### config.mk
export PLATFORM = sky130hd
export DESIGN_NAME = flux_interval_rate_classifier_core_flat
export DESIGN_NICKNAME = d
export VERILOG_FILES = /design/src/firc_pkg.sv /design/src/firc_if.sv /design/src/flux_interval_rate_classifier_core.sv /design/src/firc_front.sv /design/src/firc_queue.sv /design/src/firc_back.sv /design/src/flat_wrapper.sv
export SDC_FILE = /design/constraint.sdc
export NUM_CORES = 2
export LEC_CHECK = 0
export BUFFER_PORTS_ARGS = -buffer_cell sky130_fd_sc_hd__buf_2
export CORE_ASPECT_RATIO = 1.2
export CORE_MARGIN = 1
export CORE_UTILIZATION = 60
export CTS_CLUSTER_SIZE = 40
export DETAILED_ROUTE_END_ITERATION = 10
export PLACE_DENSITY = 0.76
export SLEW_MARGIN = 20
export SYNTH_ARGS = -nofsm -noshare
export SYNTH_HDL_FRONTEND = slang
export SYNTH_SLANG_ARGS = --single-unit
### constraint.sdc
create_clock -name i_clk -period 18.7 [get_ports i_clk]
set_clock_uncertainty 0.2 [all_clocks]
set_input_delay 5.61 -clock i_clk [delete_from_list [all_inputs] [get_ports i_clk]]
set_output_delay 5.61 -clock i_clk [all_outputs]
set_load 0.05 [all_outputs]
### src/firc_pkg.sv
// Package for the flux interval rate classifier: sizes, codes, window limits,
// the command word passed from front to back, and the configuration set.
// No dependencies; the RTL files refer to it by scoped names, the bench imports it.
package firc_pkg;

    // Sizes of the block
    localparam int NUM_DRIVES  = 2;
    localparam int COUNT_WIDTH = 32;
    localparam int STAMP_WIDTH = 16;

    // Field widths of the channels
    localparam int KIND_W  = 2;
    localparam int DRV_W   = 2;
    localparam int RATE_W  = 3;
    localparam int CFG_W   = 16;
    localparam int SHARE_W = 7;
    localparam int CFG_IDX_W = 2;

    // Derived sizes
    localparam int DRV_IDX_W = (NUM_DRIVES > 1) ? $clog2(NUM_DRIVES) : 1;
    localparam int SEL_W     = $clog2(NUM_DRIVES + 1);
    localparam int NBINS     = 6;
    localparam int NWIN      = 5;
    localparam int BIN_W     = 3;
    localparam int VOTE_W    = COUNT_WIDTH + 3;
    localparam int VCMP_W    = (VOTE_W > CFG_W) ? VOTE_W : CFG_W;
    localparam int PTOP_W    = COUNT_WIDTH + 7;
    localparam int PVOTE_W   = VOTE_W + SHARE_W;
    localparam int PCT_FULL  = 100;

    // Command queue between front and back (depth is a power of two)
    localparam int QDEPTH  = 4;
    localparam int QPTR_W  = $clog2(QDEPTH);
    localparam int QCNT_W  = $clog2(QDEPTH + 1);

    localparam logic [BIN_W-1:0]       OTHER_BIN    = BIN_W'(5);
    localparam logic [RATE_W-1:0]      RATE_UNKNOWN = RATE_W'(0);
    localparam logic [RATE_W-1:0]      RATE_MAX     = RATE_W'(5);
    localparam logic [COUNT_WIDTH-1:0] CNT_MAX      = '1;

    // Interval windows in capture ticks, tested in order
    localparam logic [STAMP_WIDTH-1:0] WIN_LO [NWIN] = '{
        STAMP_WIDTH'(12), STAMP_WIDTH'(16), STAMP_WIDTH'(18),
        STAMP_WIDTH'(26), STAMP_WIDTH'(30)
    };
    localparam logic [STAMP_WIDTH-1:0] WIN_HI [NWIN] = '{
        STAMP_WIDTH'(15), STAMP_WIDTH'(19), STAMP_WIDTH'(23),
        STAMP_WIDTH'(29), STAMP_WIDTH'(35)
    };

    typedef enum logic [KIND_W-1:0] {
        KIND_STAMP  = 2'd0,
        KIND_SELECT = 2'd1,
        KIND_DECIDE = 2'd2,
        KIND_NONE   = 2'd3
    } t_kind;

    typedef enum logic [CFG_IDX_W-1:0] {
        CFG_MIN_VOTES  = 2'd0,
        CFG_TOP_SHARE  = 2'd1,
        CFG_NOISE_LOW  = 2'd2,
        CFG_NOISE_HIGH = 2'd3
    } t_cfg_idx;

    typedef enum logic {
        OP_COUNT  = 1'b0,
        OP_DECIDE = 1'b1
    } t_op;

    typedef struct packed {
        t_op              op;
        logic [DRV_W-1:0] drive;
        logic [BIN_W-1:0] bin;
    } t_cmd;

    typedef struct packed {
        logic [CFG_W-1:0]   min_votes;
        logic [SHARE_W-1:0] top_share;
        logic [CFG_W-1:0]   noise_low;
        logic [CFG_W-1:0]   noise_high;
    } t_cfg;

endpackage

### src/firc_if.sv
// Valid/ready channels of the flux interval rate classifier.
// Depends on firc_pkg for the field widths.
interface firc_item_if;
    logic                             valid;
    logic                             ready;
    logic [firc_pkg::KIND_W-1:0]      kind;
    logic [firc_pkg::STAMP_WIDTH-1:0] timestamp;
    logic [firc_pkg::DRV_W-1:0]       drive;

    modport source (output valid, kind, timestamp, drive, input ready);
    modport sink   (input valid, kind, timestamp, drive, output ready);
endinterface

interface firc_res_if;
    logic                         valid;
    logic                         ready;
    logic [firc_pkg::DRV_W-1:0]   decided_drive;
    logic [firc_pkg::RATE_W-1:0]  rate_code;

    modport source (output valid, decided_drive, rate_code, input ready);
    modport sink   (input valid, decided_drive, rate_code, output ready);
endinterface

### src/flux_interval_rate_classifier_core.sv
// Top level of the flux interval rate classifier: configuration registers,
// front part, command queue and back part. Uses firc_pkg, firc_if and the
// firc_front, firc_queue and firc_back modules.
//
// Usage:
//   i_item carries one item per handshake: a capture timestamp, a drive
//   select change or a decide request (kind). o_res returns one item for each
//   decide request: the requested drive and the winning rate code.
//   Configuration is written through i_cfg_we / i_cfg_idx / i_cfg_wdata while
//   the block is idle; writes take effect at the next clock.
// Throughput: one item per cycle on both channels while no stall holds. The
//   front decodes and classifies in the cycle of acceptance; the back applies
//   one command per cycle from a four-entry queue unless a result waits.
// Decide path: a decide result passes the queue, four decide stages and the
//   result register.
// Reset: synchronous, clears all bin counts and stored timestamps, deselects
//   all drives and loads the default register values.
// Stall: while a result waits on o_res.ready the back holds; the queue keeps
//   taking items until it is full, then i_item.ready drops.
module flux_interval_rate_classifier_core (
    input  logic                            i_clk,
    input  logic                            i_rst_n,
    firc_item_if.sink                       i_item,
    firc_res_if.source                      o_res,
    input  logic                            i_cfg_we,
    input  logic [firc_pkg::CFG_IDX_W-1:0]  i_cfg_idx,
    input  logic [firc_pkg::CFG_W-1:0]      i_cfg_wdata
);

    firc_pkg::t_cfg r_cfg;
    firc_pkg::t_cmd w_cmd_in, w_cmd_out;
    logic           w_push, w_pop, w_full, w_empty;

    // Configuration registers
    always_ff @(posedge i_clk) begin
        if (!i_rst_n) begin
            r_cfg.min_votes  <= firc_pkg::CFG_W'(50);
            r_cfg.top_share  <= firc_pkg::SHARE_W'(20);
            r_cfg.noise_low  <= firc_pkg::CFG_W'(4);
            r_cfg.noise_high <= firc_pkg::CFG_W'(49);
        end else if (i_cfg_we) begin
            case (firc_pkg::t_cfg_idx'(i_cfg_idx))
                firc_pkg::CFG_MIN_VOTES:  r_cfg.min_votes  <= i_cfg_wdata;
                firc_pkg::CFG_TOP_SHARE:  r_cfg.top_share  <= i_cfg_wdata[firc_pkg::SHARE_W-1:0];
                firc_pkg::CFG_NOISE_LOW:  r_cfg.noise_low  <= i_cfg_wdata;
                firc_pkg::CFG_NOISE_HIGH: r_cfg.noise_high <= i_cfg_wdata;
                default: begin
                end
            endcase
        end
    end

    firc_front u_front (
        .i_clk    (i_clk),
        .i_rst_n  (i_rst_n),
        .i_item   (i_item),
        .i_cfg    (r_cfg),
        .i_q_full (w_full),
        .o_push   (w_push),
        .o_cmd    (w_cmd_in)
    );

    firc_queue u_queue (
        .i_clk   (i_clk),
        .i_rst_n (i_rst_n),
        .i_push  (w_push),
        .i_data  (w_cmd_in),
        .i_pop   (w_pop),
        .o_full  (w_full),
        .o_empty (w_empty),
        .o_data  (w_cmd_out)
    );

    firc_back u_back (
        .i_clk     (i_clk),
        .i_rst_n   (i_rst_n),
        .i_cfg     (r_cfg),
        .i_q_empty (w_empty),
        .i_q_data  (w_cmd_out),
        .o_pop     (w_pop),
        .o_res     (o_res)
    );

endmodule

### src/firc_front.sv
// Front part: accepts items, tracks the selected drive and its last stamp,
// classifies intervals and issues count/decide commands. Uses firc_pkg, firc_if.
module firc_front (
    input  logic                i_clk,
    input  logic                i_rst_n,
    firc_item_if.sink           i_item,
    input  firc_pkg::t_cfg      i_cfg,
    input  logic                i_q_full,
    output logic                o_push,
    output firc_pkg::t_cmd      o_cmd
);

    logic [firc_pkg::SEL_W-1:0]       r_sel, n_sel;
    logic [firc_pkg::STAMP_WIDTH-1:0] r_last [firc_pkg::NUM_DRIVES];
    logic [firc_pkg::STAMP_WIDTH-1:0] n_last [firc_pkg::NUM_DRIVES];
    logic [firc_pkg::NUM_DRIVES-1:0]  r_sv, n_sv;

    logic                               w_acc;
    logic                               w_sel_ok;
    logic [firc_pkg::DRV_IDX_W-1:0]     w_sel_idx;
    logic [firc_pkg::STAMP_WIDTH-1:0]   w_dt;
    logic                               w_req_ok;
    logic [firc_pkg::SEL_W-1:0]         w_req;
    logic [firc_pkg::DRV_IDX_W-1:0]     w_req_idx;

    // Sort one interval: noise limits first, then windows, first match wins
    function automatic logic [firc_pkg::BIN_W-1:0] pick_bin(
        input logic [firc_pkg::STAMP_WIDTH-1:0] dt,
        input firc_pkg::t_cfg cfg
    );
        logic [firc_pkg::BIN_W-1:0] bin;
        logic                       found;
        bin   = firc_pkg::OTHER_BIN;
        found = 1'b0;
        if (dt >= cfg.noise_low && dt <= cfg.noise_high) begin
            for (int i = 0; i < firc_pkg::NWIN; i++) begin
                if (!found && dt >= firc_pkg::WIN_LO[i] && dt <= firc_pkg::WIN_HI[i]) begin
                    bin   = firc_pkg::BIN_W'(i);
                    found = 1'b1;
                end
            end
        end
        return bin;
    endfunction

    assign i_item.ready = !i_q_full;
    assign w_acc        = i_item.valid && !i_q_full;

    assign w_sel_ok  = r_sel < firc_pkg::SEL_W'(firc_pkg::NUM_DRIVES);
    assign w_sel_idx = r_sel[firc_pkg::DRV_IDX_W-1:0];
    assign w_dt      = i_item.timestamp - r_last[w_sel_idx];

    // Requested drive, folded to "none" when out of range
    assign w_req_ok  = {1'b0, i_item.drive} < (firc_pkg::DRV_W + 1)'(firc_pkg::NUM_DRIVES);
    assign w_req     = w_req_ok ? firc_pkg::SEL_W'(i_item.drive)
                                : firc_pkg::SEL_W'(firc_pkg::NUM_DRIVES);
    assign w_req_idx = i_item.drive[firc_pkg::DRV_IDX_W-1:0];

    // Item decode, state update and command issue
    always_comb begin
        n_sel  = r_sel;
        n_last = r_last;
        n_sv   = r_sv;
        o_push = 1'b0;
        o_cmd.op    = firc_pkg::OP_COUNT;
        o_cmd.drive = i_item.drive;
        o_cmd.bin   = pick_bin(w_dt, i_cfg);
        if (w_acc) begin
            case (firc_pkg::t_kind'(i_item.kind))
                firc_pkg::KIND_STAMP: begin
                    if (w_sel_ok) begin
                        n_last[w_sel_idx] = i_item.timestamp;
                        n_sv[w_sel_idx]   = 1'b1;
                        if (r_sv[w_sel_idx]) begin
                            o_push      = 1'b1;
                            o_cmd.drive = firc_pkg::DRV_W'(r_sel);
                        end
                    end
                end
                firc_pkg::KIND_SELECT: begin
                    if (w_req != r_sel) begin
                        if (w_req_ok) begin
                            n_sv[w_req_idx] = 1'b0;
                        end
                        n_sel = w_req;
                    end
                end
                firc_pkg::KIND_DECIDE: begin
                    o_push   = 1'b1;
                    o_cmd.op = firc_pkg::OP_DECIDE;
                end
                default: begin
                end
            endcase
        end
    end

    // Control state
    always_ff @(posedge i_clk) begin
        if (!i_rst_n) begin
            r_sel <= firc_pkg::SEL_W'(firc_pkg::NUM_DRIVES);
            r_sv  <= '0;
            for (int i = 0; i < firc_pkg::NUM_DRIVES; i++) begin
                r_last[i] <= '0;
            end
        end else begin
            r_sel  <= n_sel;
            r_sv   <= n_sv;
            r_last <= n_last;
        end
    end

endmodule

### src/firc_queue.sv
// Short command queue that decouples the front and back parts.
// Uses firc_pkg for depth and the command type.
module firc_queue (
    input  logic            i_clk,
    input  logic            i_rst_n,
    input  logic            i_push,
    input  firc_pkg::t_cmd  i_data,
    input  logic            i_pop,
    output logic            o_full,
    output logic            o_empty,
    output firc_pkg::t_cmd  o_data
);

    firc_pkg::t_cmd              r_mem [firc_pkg::QDEPTH];
    logic [firc_pkg::QPTR_W-1:0] r_wr, r_rd;
    logic [firc_pkg::QCNT_W-1:0] r_cnt;

    assign o_full  = r_cnt == firc_pkg::QCNT_W'(firc_pkg::QDEPTH);
    assign o_empty = r_cnt == '0;
    assign o_data  = r_mem[r_rd];

    // Pointers and fill count
    always_ff @(posedge i_clk) begin
        if (!i_rst_n) begin
            r_wr  <= '0;
            r_rd  <= '0;
            r_cnt <= '0;
        end else begin
            if (i_push) begin
                r_wr <= r_wr + 1'b1;
            end
            if (i_pop) begin
                r_rd <= r_rd + 1'b1;
            end
            case ({i_push, i_pop})
                2'b10:   r_cnt <= r_cnt + 1'b1;
                2'b01:   r_cnt <= r_cnt - 1'b1;
                default: r_cnt <= r_cnt;
            endcase
        end
    end

    // Entry storage
    always_ff @(posedge i_clk) begin
        if (i_push) begin
            r_mem[r_wr] <= i_data;
        end
    end

endmodule

### src/firc_back.sv
// Back part: holds the per-drive bin counts, applies count commands and runs
// decide requests through a four-stage pipeline into the result register.
// Uses firc_pkg and firc_if.
module firc_back (
    input  logic            i_clk,
    input  logic            i_rst_n,
    input  firc_pkg::t_cfg  i_cfg,
    input  logic            i_q_empty,
    input  firc_pkg::t_cmd  i_q_data,
    output logic            o_pop,
    firc_res_if.source      o_res
);

    localparam int CW = firc_pkg::COUNT_WIDTH;
    localparam int NW = firc_pkg::NWIN;

    logic [CW-1:0] r_cnt [firc_pkg::NUM_DRIVES][firc_pkg::NBINS];

    logic                            w_adv;
    logic                            w_ok;
    logic [firc_pkg::DRV_IDX_W-1:0]  w_idx;

    // Stage 1: snapshot of the drive's window counts
    logic                       r_s1_vld, r_s1_ok;
    logic [firc_pkg::DRV_W-1:0] r_s1_drv;
    logic [CW-1:0]              r_s1_c [NW];
    // Stage 2: pair sums and pair winners
    logic                       r_s2_vld, r_s2_ok;
    logic [firc_pkg::DRV_W-1:0] r_s2_drv;
    logic [CW:0]                r_s2_s01, r_s2_s23;
    logic [CW-1:0]              r_s2_c4, r_s2_v01, r_s2_v23;
    logic [firc_pkg::BIN_W-1:0] r_s2_t01, r_s2_t23;
    // Stage 3: vote total and top bin
    logic                       r_s3_vld, r_s3_ok;
    logic [firc_pkg::DRV_W-1:0] r_s3_drv;
    logic [firc_pkg::VOTE_W-1:0] r_s3_votes;
    logic [CW-1:0]              r_s3_tval;
    logic [firc_pkg::BIN_W-1:0] r_s3_top;
    // Stage 4: share products
    logic                        r_s4_vld, r_s4_ok;
    logic [firc_pkg::DRV_W-1:0]  r_s4_drv;
    logic                        r_s4_enough;
    logic [firc_pkg::PTOP_W-1:0] r_s4_ptop;
    logic [firc_pkg::PVOTE_W-1:0] r_s4_pvotes;
    logic [firc_pkg::BIN_W-1:0]  r_s4_top;
    // Result register
    logic                        r_out_vld;
    logic [firc_pkg::DRV_W-1:0]  r_out_drv;
    logic [firc_pkg::RATE_W-1:0] r_out_code;

    logic [firc_pkg::BIN_W-1:0]  n_s3_top;
    logic [CW-1:0]               n_s3_tval;
    logic [firc_pkg::RATE_W-1:0] n_out_code;

    // Whole back pipeline moves unless the result waits on the receiver
    assign w_adv = !r_out_vld || o_res.ready;
    assign o_pop = w_adv && !i_q_empty;
    assign w_ok  = {1'b0, i_q_data.drive} < (firc_pkg::DRV_W + 1)'(firc_pkg::NUM_DRIVES);
    assign w_idx = i_q_data.drive[firc_pkg::DRV_IDX_W-1:0];

    // Bin counts: saturating increment, or clear of the row on a decide
    always_ff @(posedge i_clk) begin
        if (!i_rst_n) begin
            for (int d = 0; d < firc_pkg::NUM_DRIVES; d++) begin
                for (int b = 0; b < firc_pkg::NBINS; b++) begin
                    r_cnt[d][b] <= '0;
                end
            end
        end else if (o_pop && w_ok) begin
            if (i_q_data.op == firc_pkg::OP_COUNT) begin
                if (r_cnt[w_idx][i_q_data.bin] != firc_pkg::CNT_MAX) begin
                    r_cnt[w_idx][i_q_data.bin] <= r_cnt[w_idx][i_q_data.bin] + 1'b1;
                end
            end else begin
                for (int b = 0; b < firc_pkg::NBINS; b++) begin
                    r_cnt[w_idx][b] <= '0;
                end
            end
        end
    end

    // Top of the two pair winners and bin 4, lower index on ties
    always_comb begin
        if (r_s2_v23 > r_s2_v01) begin
            n_s3_top  = r_s2_t23;
            n_s3_tval = r_s2_v23;
        end else begin
            n_s3_top  = r_s2_t01;
            n_s3_tval = r_s2_v01;
        end
        if (r_s2_c4 > n_s3_tval) begin
            n_s3_top  = firc_pkg::BIN_W'(4);
            n_s3_tval = r_s2_c4;
        end
    end

    // Final decision
    always_comb begin
        n_out_code = firc_pkg::RATE_UNKNOWN;
        if (r_s4_ok && r_s4_enough
                && firc_pkg::PVOTE_W'(r_s4_ptop) >= r_s4_pvotes) begin
            n_out_code = firc_pkg::RATE_W'(r_s4_top + 1'b1);
        end
    end

    // Valid bits of the decide pipeline
    always_ff @(posedge i_clk) begin
        if (!i_rst_n) begin
            r_s1_vld  <= 1'b0;
            r_s2_vld  <= 1'b0;
            r_s3_vld  <= 1'b0;
            r_s4_vld  <= 1'b0;
            r_out_vld <= 1'b0;
        end else if (w_adv) begin
            r_s1_vld  <= o_pop && i_q_data.op == firc_pkg::OP_DECIDE;
            r_s2_vld  <= r_s1_vld;
            r_s3_vld  <= r_s2_vld;
            r_s4_vld  <= r_s3_vld;
            r_out_vld <= r_s4_vld;
        end
    end

    // Payload of the decide pipeline
    always_ff @(posedge i_clk) begin
        if (w_adv) begin
            r_s1_ok  <= w_ok;
            r_s1_drv <= i_q_data.drive;
            for (int b = 0; b < NW; b++) begin
                r_s1_c[b] <= r_cnt[w_idx][b];
            end

            r_s2_ok  <= r_s1_ok;
            r_s2_drv <= r_s1_drv;
            r_s2_s01 <= {1'b0, r_s1_c[0]} + {1'b0, r_s1_c[1]};
            r_s2_s23 <= {1'b0, r_s1_c[2]} + {1'b0, r_s1_c[3]};
            r_s2_c4  <= r_s1_c[4];
            if (r_s1_c[1] > r_s1_c[0]) begin
                r_s2_t01 <= firc_pkg::BIN_W'(1);
                r_s2_v01 <= r_s1_c[1];
            end else begin
                r_s2_t01 <= firc_pkg::BIN_W'(0);
                r_s2_v01 <= r_s1_c[0];
            end
            if (r_s1_c[3] > r_s1_c[2]) begin
                r_s2_t23 <= firc_pkg::BIN_W'(3);
                r_s2_v23 <= r_s1_c[3];
            end else begin
                r_s2_t23 <= firc_pkg::BIN_W'(2);
                r_s2_v23 <= r_s1_c[2];
            end

            r_s3_ok    <= r_s2_ok;
            r_s3_drv   <= r_s2_drv;
            r_s3_votes <= firc_pkg::VOTE_W'(r_s2_s01) + firc_pkg::VOTE_W'(r_s2_s23)
                        + firc_pkg::VOTE_W'(r_s2_c4);
            r_s3_top   <= n_s3_top;
            r_s3_tval  <= n_s3_tval;

            r_s4_ok     <= r_s3_ok;
            r_s4_drv    <= r_s3_drv;
            r_s4_top    <= r_s3_top;
            r_s4_enough <= firc_pkg::VCMP_W'(r_s3_votes) >= firc_pkg::VCMP_W'(i_cfg.min_votes);
            r_s4_ptop   <= firc_pkg::PTOP_W'(r_s3_tval) * firc_pkg::PTOP_W'(firc_pkg::PCT_FULL);
            r_s4_pvotes <= firc_pkg::PVOTE_W'(r_s3_votes) * firc_pkg::PVOTE_W'(i_cfg.top_share);

            r_out_drv  <= r_s4_drv;
            r_out_code <= n_out_code;
        end
    end

    assign o_res.valid         = r_out_vld;
    assign o_res.decided_drive = r_out_drv;
    assign o_res.rate_code     = r_out_code;

    // A decide for a real drive leaves that drive's first bin and other bin empty
    a_decide_clears: assert property (@(posedge i_clk) disable iff (!i_rst_n)
        (o_pop && w_ok && i_q_data.op == firc_pkg::OP_DECIDE)
        |=> (r_cnt[$past(w_idx)][0] == '0
             && r_cnt[$past(w_idx)][firc_pkg::OTHER_BIN] == '0))
        else $error("decide did not clear the drive's bins");

    // Rate codes stay within the defined set
    a_code_range: assert property (@(posedge i_clk) disable iff (!i_rst_n)
        r_out_vld |-> r_out_code <= firc_pkg::RATE_MAX)
        else $error("rate code out of range");

    // Only a real drive can win a rate
    a_none_unknown: assert property (@(posedge i_clk) disable iff (!i_rst_n)
        (r_out_vld && r_out_code != firc_pkg::RATE_UNKNOWN)
        |-> ({1'b0, r_out_drv} < (firc_pkg::DRV_W + 1)'(firc_pkg::NUM_DRIVES)))
        else $error("rate decided for no drive");

endmodule

### src/flat_wrapper.sv
// flat-port wrapper written by rule: the top's interface ports become plain ports
module flux_interval_rate_classifier_core_flat 
  (i_clk, i_rst_n, i_cfg_we, i_cfg_idx, i_cfg_wdata, i_item_valid, i_item_kind, i_item_timestamp, i_item_drive, i_item_ready, o_res_valid, o_res_decided_drive, o_res_rate_code, o_res_ready);
  firc_item_if i_item_i ();
  firc_res_if o_res_i ();
  input  logic i_clk;
  input  logic i_rst_n;
  input  logic i_cfg_we;
  input  logic [firc_pkg::CFG_IDX_W-1:0] i_cfg_idx;
  input  logic [firc_pkg::CFG_W-1:0] i_cfg_wdata;
  input wire logic [$bits(i_item_i.valid)-1:0] i_item_valid;
  input wire logic [$bits(i_item_i.kind)-1:0] i_item_kind;
  input wire logic [$bits(i_item_i.timestamp)-1:0] i_item_timestamp;
  input wire logic [$bits(i_item_i.drive)-1:0] i_item_drive;
  output wire logic [$bits(i_item_i.ready)-1:0] i_item_ready;
  output wire logic [$bits(o_res_i.valid)-1:0] o_res_valid;
  output wire logic [$bits(o_res_i.decided_drive)-1:0] o_res_decided_drive;
  output wire logic [$bits(o_res_i.rate_code)-1:0] o_res_rate_code;
  input wire logic [$bits(o_res_i.ready)-1:0] o_res_ready;
  assign i_item_i.valid = i_item_valid;
  assign i_item_i.kind = i_item_kind;
  assign i_item_i.timestamp = i_item_timestamp;
  assign i_item_i.drive = i_item_drive;
  assign i_item_ready = i_item_i.ready;
  assign o_res_valid = o_res_i.valid;
  assign o_res_decided_drive = o_res_i.decided_drive;
  assign o_res_rate_code = o_res_i.rate_code;
  assign o_res_i.ready = o_res_ready;
  flux_interval_rate_classifier_core u_core (.i_clk(i_clk), .i_rst_n(i_rst_n), .i_item(i_item_i), .o_res(o_res_i), .i_cfg_we(i_cfg_we), .i_cfg_idx(i_cfg_idx), .i_cfg_wdata(i_cfg_wdata));
endmodule
# Yosys cells after proc, flatten, opt, wreduce, memory -nomap -nowiden
# Memories as Yosys holds them, arrays and structs flattened. A register that Yosys moved wholly into a read port is not among the register bits.
# Index checks and enable logic that the tools add are counted.
[word_totals]
mem_count = 3
out_inout_bits = 7
word_cells = 599
reg_bits = 409
ramBits = 568
in_bits = 43
[op_classes]
reduce_logical = 41
addsub = 11
mux = 264
eq_ne = 13
n_mul = 2
n_lt_le_gt_ge = 29
bitwise = 197
[memory_table]
columns = ["memory", "words", "width", "read_ports", "rd_ports_with_merged_regs", "wr", "line", "source"]
rows = [
  ["u_core.u_back.r_cnt", 2, 192, 1, 0, 2, "firc_back.sv:17", "logic [CW-1:0] r_cnt [firc_pkg::NUM_DRIVES][firc_pkg::NBINS];"],
  ["u_core.u_back.r_s1_c", 5, 32, 5, 1, 5, "firc_back.sv:26", "logic [CW-1:0] r_s1_c [NW];"],
  ["u_core.u_queue.r_mem", 4, 6, 1, 1, 1, "firc_queue.sv:14", "firc_pkg::t_cmd r_mem [firc_pkg::QDEPTH];"],
]
[ops]
columns = ["cell", "n"]
rows = [
  ["2-to-1 mux 192 bit", 3],
  ["2-to-1 mux 1 bit", 224],
  ["2-to-1 mux 32 bit", 7],
  ["OR 1 bit", 192],
  ["OR reduction 192 bit", 1],
  ["greater-than comparator 32 bit", 4],
  ["binary-select mux 32 bit (select 3 bit)", 1],
  ["demux 32 bit (select 3 bit)", 1],
  ["adder 32 x 32 -> 33 bit", 2],
  [">= comparator 16 x 5 -> 1 bit (second input constant)", 4],
  ["2-to-1 mux 16 bit", 4],
  ["<= comparator 16 x 5 -> 1 bit (second input constant)", 3],
  [">= comparator 39 x 42 -> 1 bit", 1],
  ["multiplier 35 x 7 -> 42 bit", 1],
  ["multiplier 32 x 5 -> 37 bit (second input constant)", 1],
  ["adder 34 x 32 -> 35 bit", 1],
  [">= comparator 35 x 16 -> 1 bit", 1],
  ["adder 33 x 33 -> 34 bit", 1],
  ["adder 32 x 1 -> 32 bit (second input constant)", 1],
  ["bitwise mux 32 bit", 1],
  ["inequality test 32 bit (second input constant)", 1],
  ["2-to-1 mux 3 bit", 8],
  ["logical AND 1 bit", 20],
  ["2-to-1 mux 2 bit", 9],
  ["other kinds (39)", 65],
]

# Longest topological paths before layout
[logic_depth]
depth_word = 29
depth_mapped = 26
ltp_nobuf = 22

# Hierarchy
# A second synthesis with hierarchy kept.
[hier_totals]
hier_cells = 5285
hier_area_um2 = 61911.9
[modules_own_cells]
columns = ["mod", "n_inst", "area_each_um2", "seq_area_each_um2", "cells_per_inst"]
rows = [
  ["firc_back", 1, 55035.3, 26465.4, 4559],
  ["firc_front", 1, 3438.3, 720.7, 442],
  ["flux_interval_rate_classifier_core", 1, 2120.8, 1101.1, 207],
  ["firc_queue", 1, 1317.5, 900.9, 77],
]

# Least setup slack after synthesis
# Ideal clock, no wire load.
[synth_timing]
path_kind = "input to register"
start = "in o_res_ready"
end = "reg u_core.u_back.r_out_drv (netlist bit u_core.u_back.o_res.decided_drive[0]), enable pin"
required_ps = 17659
cell_stages = 3
n_path_buf = 1
setup_time_ps = 841
arrival_ps = 15341
slack_ps = 2319
path_cell_list = "nor2b_1 > clkbuf_1 > inv_1"
[synth_between]
elab_chain_len = 1
[synth_rtl]
columns = ["element", "line", "source"]
rows = [
  ["start: declaration", "flat_wrapper.sv:19", "input wire logic [$bits(o_res_i.ready)-1:0] o_res_ready;"],
  ["logical OR 1 bit", "firc_back.sv:56", "assign w_adv = !r_out_vld || o_res.ready;"],
  ["via u_core.u_back.w_adv", "firc_back.sv:19", "logic w_adv;"],
  ["end signal: assignment", "firc_back.sv:166", "r_out_drv <= r_s4_drv;"],
  ["end: declaration", "firc_back.sv:48", "logic [firc_pkg::DRV_W-1:0] r_out_drv;"],
]
# The timed path passes the listed nets, and every way through them passes these cells.
# A chain may end at the register's enable or synchronous reset.

==> results.yml <==
power_and_ir_drop:
  p_switching_mw: 5.65
  power.share.clock: 0.155
  finalPower_mw: 13.5
  power_switching_share: 0.420
  leakage_nw: 28.5
  seqPwrFrac: 0.297
  pwr-share-comb: 0.548
  p_int_mw: 7.81
  powerDensity_nw_per_um2: 201
  ir_worst_vdd_mv: 0.124
synthesis:
  synth_compound_area_frac: 0.0997
  synth_top_area_frac: 0.438
  synth_top_family_by_area: "adder cells"
  synth-xor-area-share: 0.0288
  syn-num-nets: 6284
  synth_area_leaders: "edfxtp_1 (44%), ha_1 (9.9%), fa_1 (7.4%)"
  synthMuxAreaShare: 0.0588
  synth_ff_type: "edfxtp_1"
  yosysWarnings: 0
  ys_seq_elements: 1007
  syn_inst: 5523
  synthAdderAreaFrac: 0.173
  synthDistinctLibCells: 101
  yosysSeqAreaShare: 0.472
  synth_top_cell_by_area: "edfxtp_1"
  avgSynthCellArea_um2: 11.2
  postSynth.asyncResetShare: 0
  synthSimpleGateAreaFrac: 0.112
  syn_area_um2: 61800
  synth_edf_count: 902
cts:
  post-cts-setup-buffers: 0
  htreeDepth: 3
  numCtsBuffers: 99
  clockBufferDepth: 3
  path_clk_slew_ns: 0.06
  post_cts_resized: 0
  cts_tree: "yes"
  clock_latency_ns: 0.71
  clk_root_buffer_cell: "clkbuf_16"
  clock_sinks: 1007
  cts_hold_buf: 0
sta:
  fin_crit_sh: 0.533
  maxSlewHeadroom: 0.232
  period_minus_slack_ns: 9.97
  finalSetupTns_ns: 0
  fmax_ghz: 0.100
  rsz0062_at_grt: "no"
  fin_ws_ns: 8.73
  drv_slew: 0
  worstMarginPinSlew_ns: 1.14
  setup_viol: 0
  hold_viol: 0
min_path:
  hold_path_class: "reg2reg"
worst_setup_path:
  critPathRequiredTime_ns: 18.88
  critPathCaptureType: "flop"
  path_class: "in2reg"
  crit_arrival_ns: 10.15
  worst_setup_path_start_kind: "primary input"
  path_max_fanout: 4
cells_and_area:
  nets: 6287
  seq_area_um2: 29200
  multi_input_area_um2: 29300
  drive_above_1_share: 0.0986
  num_antenna_cells: 0
  nFillCells: 7693
  syn_to_final_growth_pct: 8.02
  final_core_util: 0.656
route:
  wl_per_cell_um: 21.4
  drt_iter0_drc: 3478
  drc_errors: 0
  vias_per_cell: 5.98
  vias: 41743
  routed_wl_um: 149000
  first_pass_iters: 8
  ant_nets: 0
global_routing:
  grt_pass1_vias: 41144
  antenna_found_initial: 3
  grt_pass1_wl_um: 229000
  use_met1: 0.371
  grt_use_met3: 0.0374
  grt-ovfl-total: 0
  grt_usage: 0.287
  grt_busiest_layer: "met2"
  grt_util_met2: 0.489
  grt_max_degree: 186
floorplan:
  pin_count: 50
  dieArea_um2: 104000
  num_rows: 128
  fp.dieH_um: 354
  start_util: 0.607
  coreArea_um2: 102000
  die_w_um: 295
placement:
  dpl.hpwl_um: 108000
  pre_cts_slack_ns: 7.93
  gp_congestion: 0.941
  port_buffers: 49
flow_run:
  timing.max_cap.violations: 0
outcome:
  status: "finished, final reports clean"
-- critical path, stage by stage --
cell and delay, ns:
buf_2 0.12, inv_1 0.06, ha_1 0.16, inv_1 0.05
fa_1 0.39, a21o_1 0.20, a21oi_1 0.30, o21ai_0 0.21
a21oi_1 0.28, o21ai_0 0.20, nor3b_1 0.46, ha_1 0.22
and3_1 0.16, a31oi_1 0.09, nor2_1 0.11, nand2_1 0.06
maj3_1 0.37, a2111o_1 0.45, a2111oi_1 0.65
-- layout make-up --
cell class	count	area share
multi-input cells	3657	0.439
well taps	1365	0.0256
repair buffers	101	0.00989
flip-flops and latches	1007	0.437
clock buffers	125	0.0400
clock inverters	60	0.0110
inverters	660	0.0372
-- layer usage --
layer / vias to the layer above / wire (um)
met3: 359 / 10600
met4: 6 / 5930
met2: 1716 / 72700
met5: - / 40
met1: 20271 / 60100
li1: 19391 / -
-- logic make-up (layout without fill, tap and decap cells) --
| group | after synthesis | count (layout) |
|---|---|---|
| xor+xnor | 202 | 202 |
| mux | 324 | 324 |
| fa+ha+maj | 719 | 719 |
| compound gates | 945 | 945 |
| simple gates | 1467 | 1467 |
| flops | 1007 | 1007 |
| buf+inv | 859 | 946 |
-- synth_stat cells (61+ instances only) --
library cell / instances
mux2_2: 198
nor2_1: 387
nand2_1: 552
nor4_1: 61
clkbuf_1: 122
o21ai_0: 119
xnor2_1: 145
inv_1: 658
nor3_1: 79
and2_1: 79
edfxtp_1: 902
a21o_1: 113
fa_1: 228
ha_1: 490
dfxtp_1: 105
a21oi_1: 347
mux2i_1: 111
-- flip-flops by register name (all words and copies together), names as in the netlist, 33 cells and up, named ones only --
name / flops
u_core.u_back.r_s2_s23: 33
u_core.u_back.r_s1_c: 160
u_core.u_back.r_s2_s01: 33
u_core.r_cfg: 55
u_core.u_back.r_s4_pvotes: 42
u_core.u_back.r_s3_votes: 35
u_core.u_back.r_s4_ptop: 37
u_core.u_back.r_cnt: 384
-- cell usage in the layout (no fill, tap or decap), types with 43 or more instances in the layout --
cell and count:
a21o_1 113, a21oi_1 342, and2_1 79, buf_2 49, buf_4 50, clkbuf_16 101
dfxtp_1 99, edfxtp_1 902, fa_1 228, ha_1 490, inv_1 657, mux2_2 198
mux2i_1 111, nand2_1 551, nand4_1 57, nor2_1 383, nor2b_1 52, nor3_1 78
nor4_1 61, o21a_1 44, o21ai_0 119, o21bai_1 52, o22ai_1 43, xnor2_1 145
xor2_1 56
-- stage by stage --
stage / cells / hold WS [ns] / instance area [um2]
finish: 6975 / 0.213 / 66800
global route: 6975 / 0.212 / 66800
CTS: 6975 / 0.215 / 66800
detailed placement: 6790 / 0.206 / 63400
global placement: 6790 / 0.203 / 63400
floorplan: 5523 / 0.200 / 61800
-- path summary, 6_finish.rpt --
kind | start | to | slack (ns) | depth (start not counted)
setup / recovery | i_item_timestamp[0] | u_core.u_queue.r_mem[2][1] | 8.73 | 19
hold / removal | u_core.u_back.r_s4_drv[1] | u_core.u_back.o_res.decided_drive[1] | 0.21 | 0
setup reg to reg | flop | u_core.u_back.r_cnt[1][92] | 11.01 | 12
hold reg to reg | u_core.u_back.r_s4_drv[1] | u_core.u_back.o_res.decided_drive[1] | 0.21 | 0
-- power by group through the flow --
stage	clock network, mW	registers, mW	logic (mW)
final	2.08	4.00	7.37
after global routing	2.19	4.06	8.21
after CTS	2.11	3.99	7.36
after detailed placement	0	4.03	7.28
after global placement	0	4.01	7.13
after floorplan	0	3.82	5.61
No activity file was read; power rests on OpenSTA's default activity.
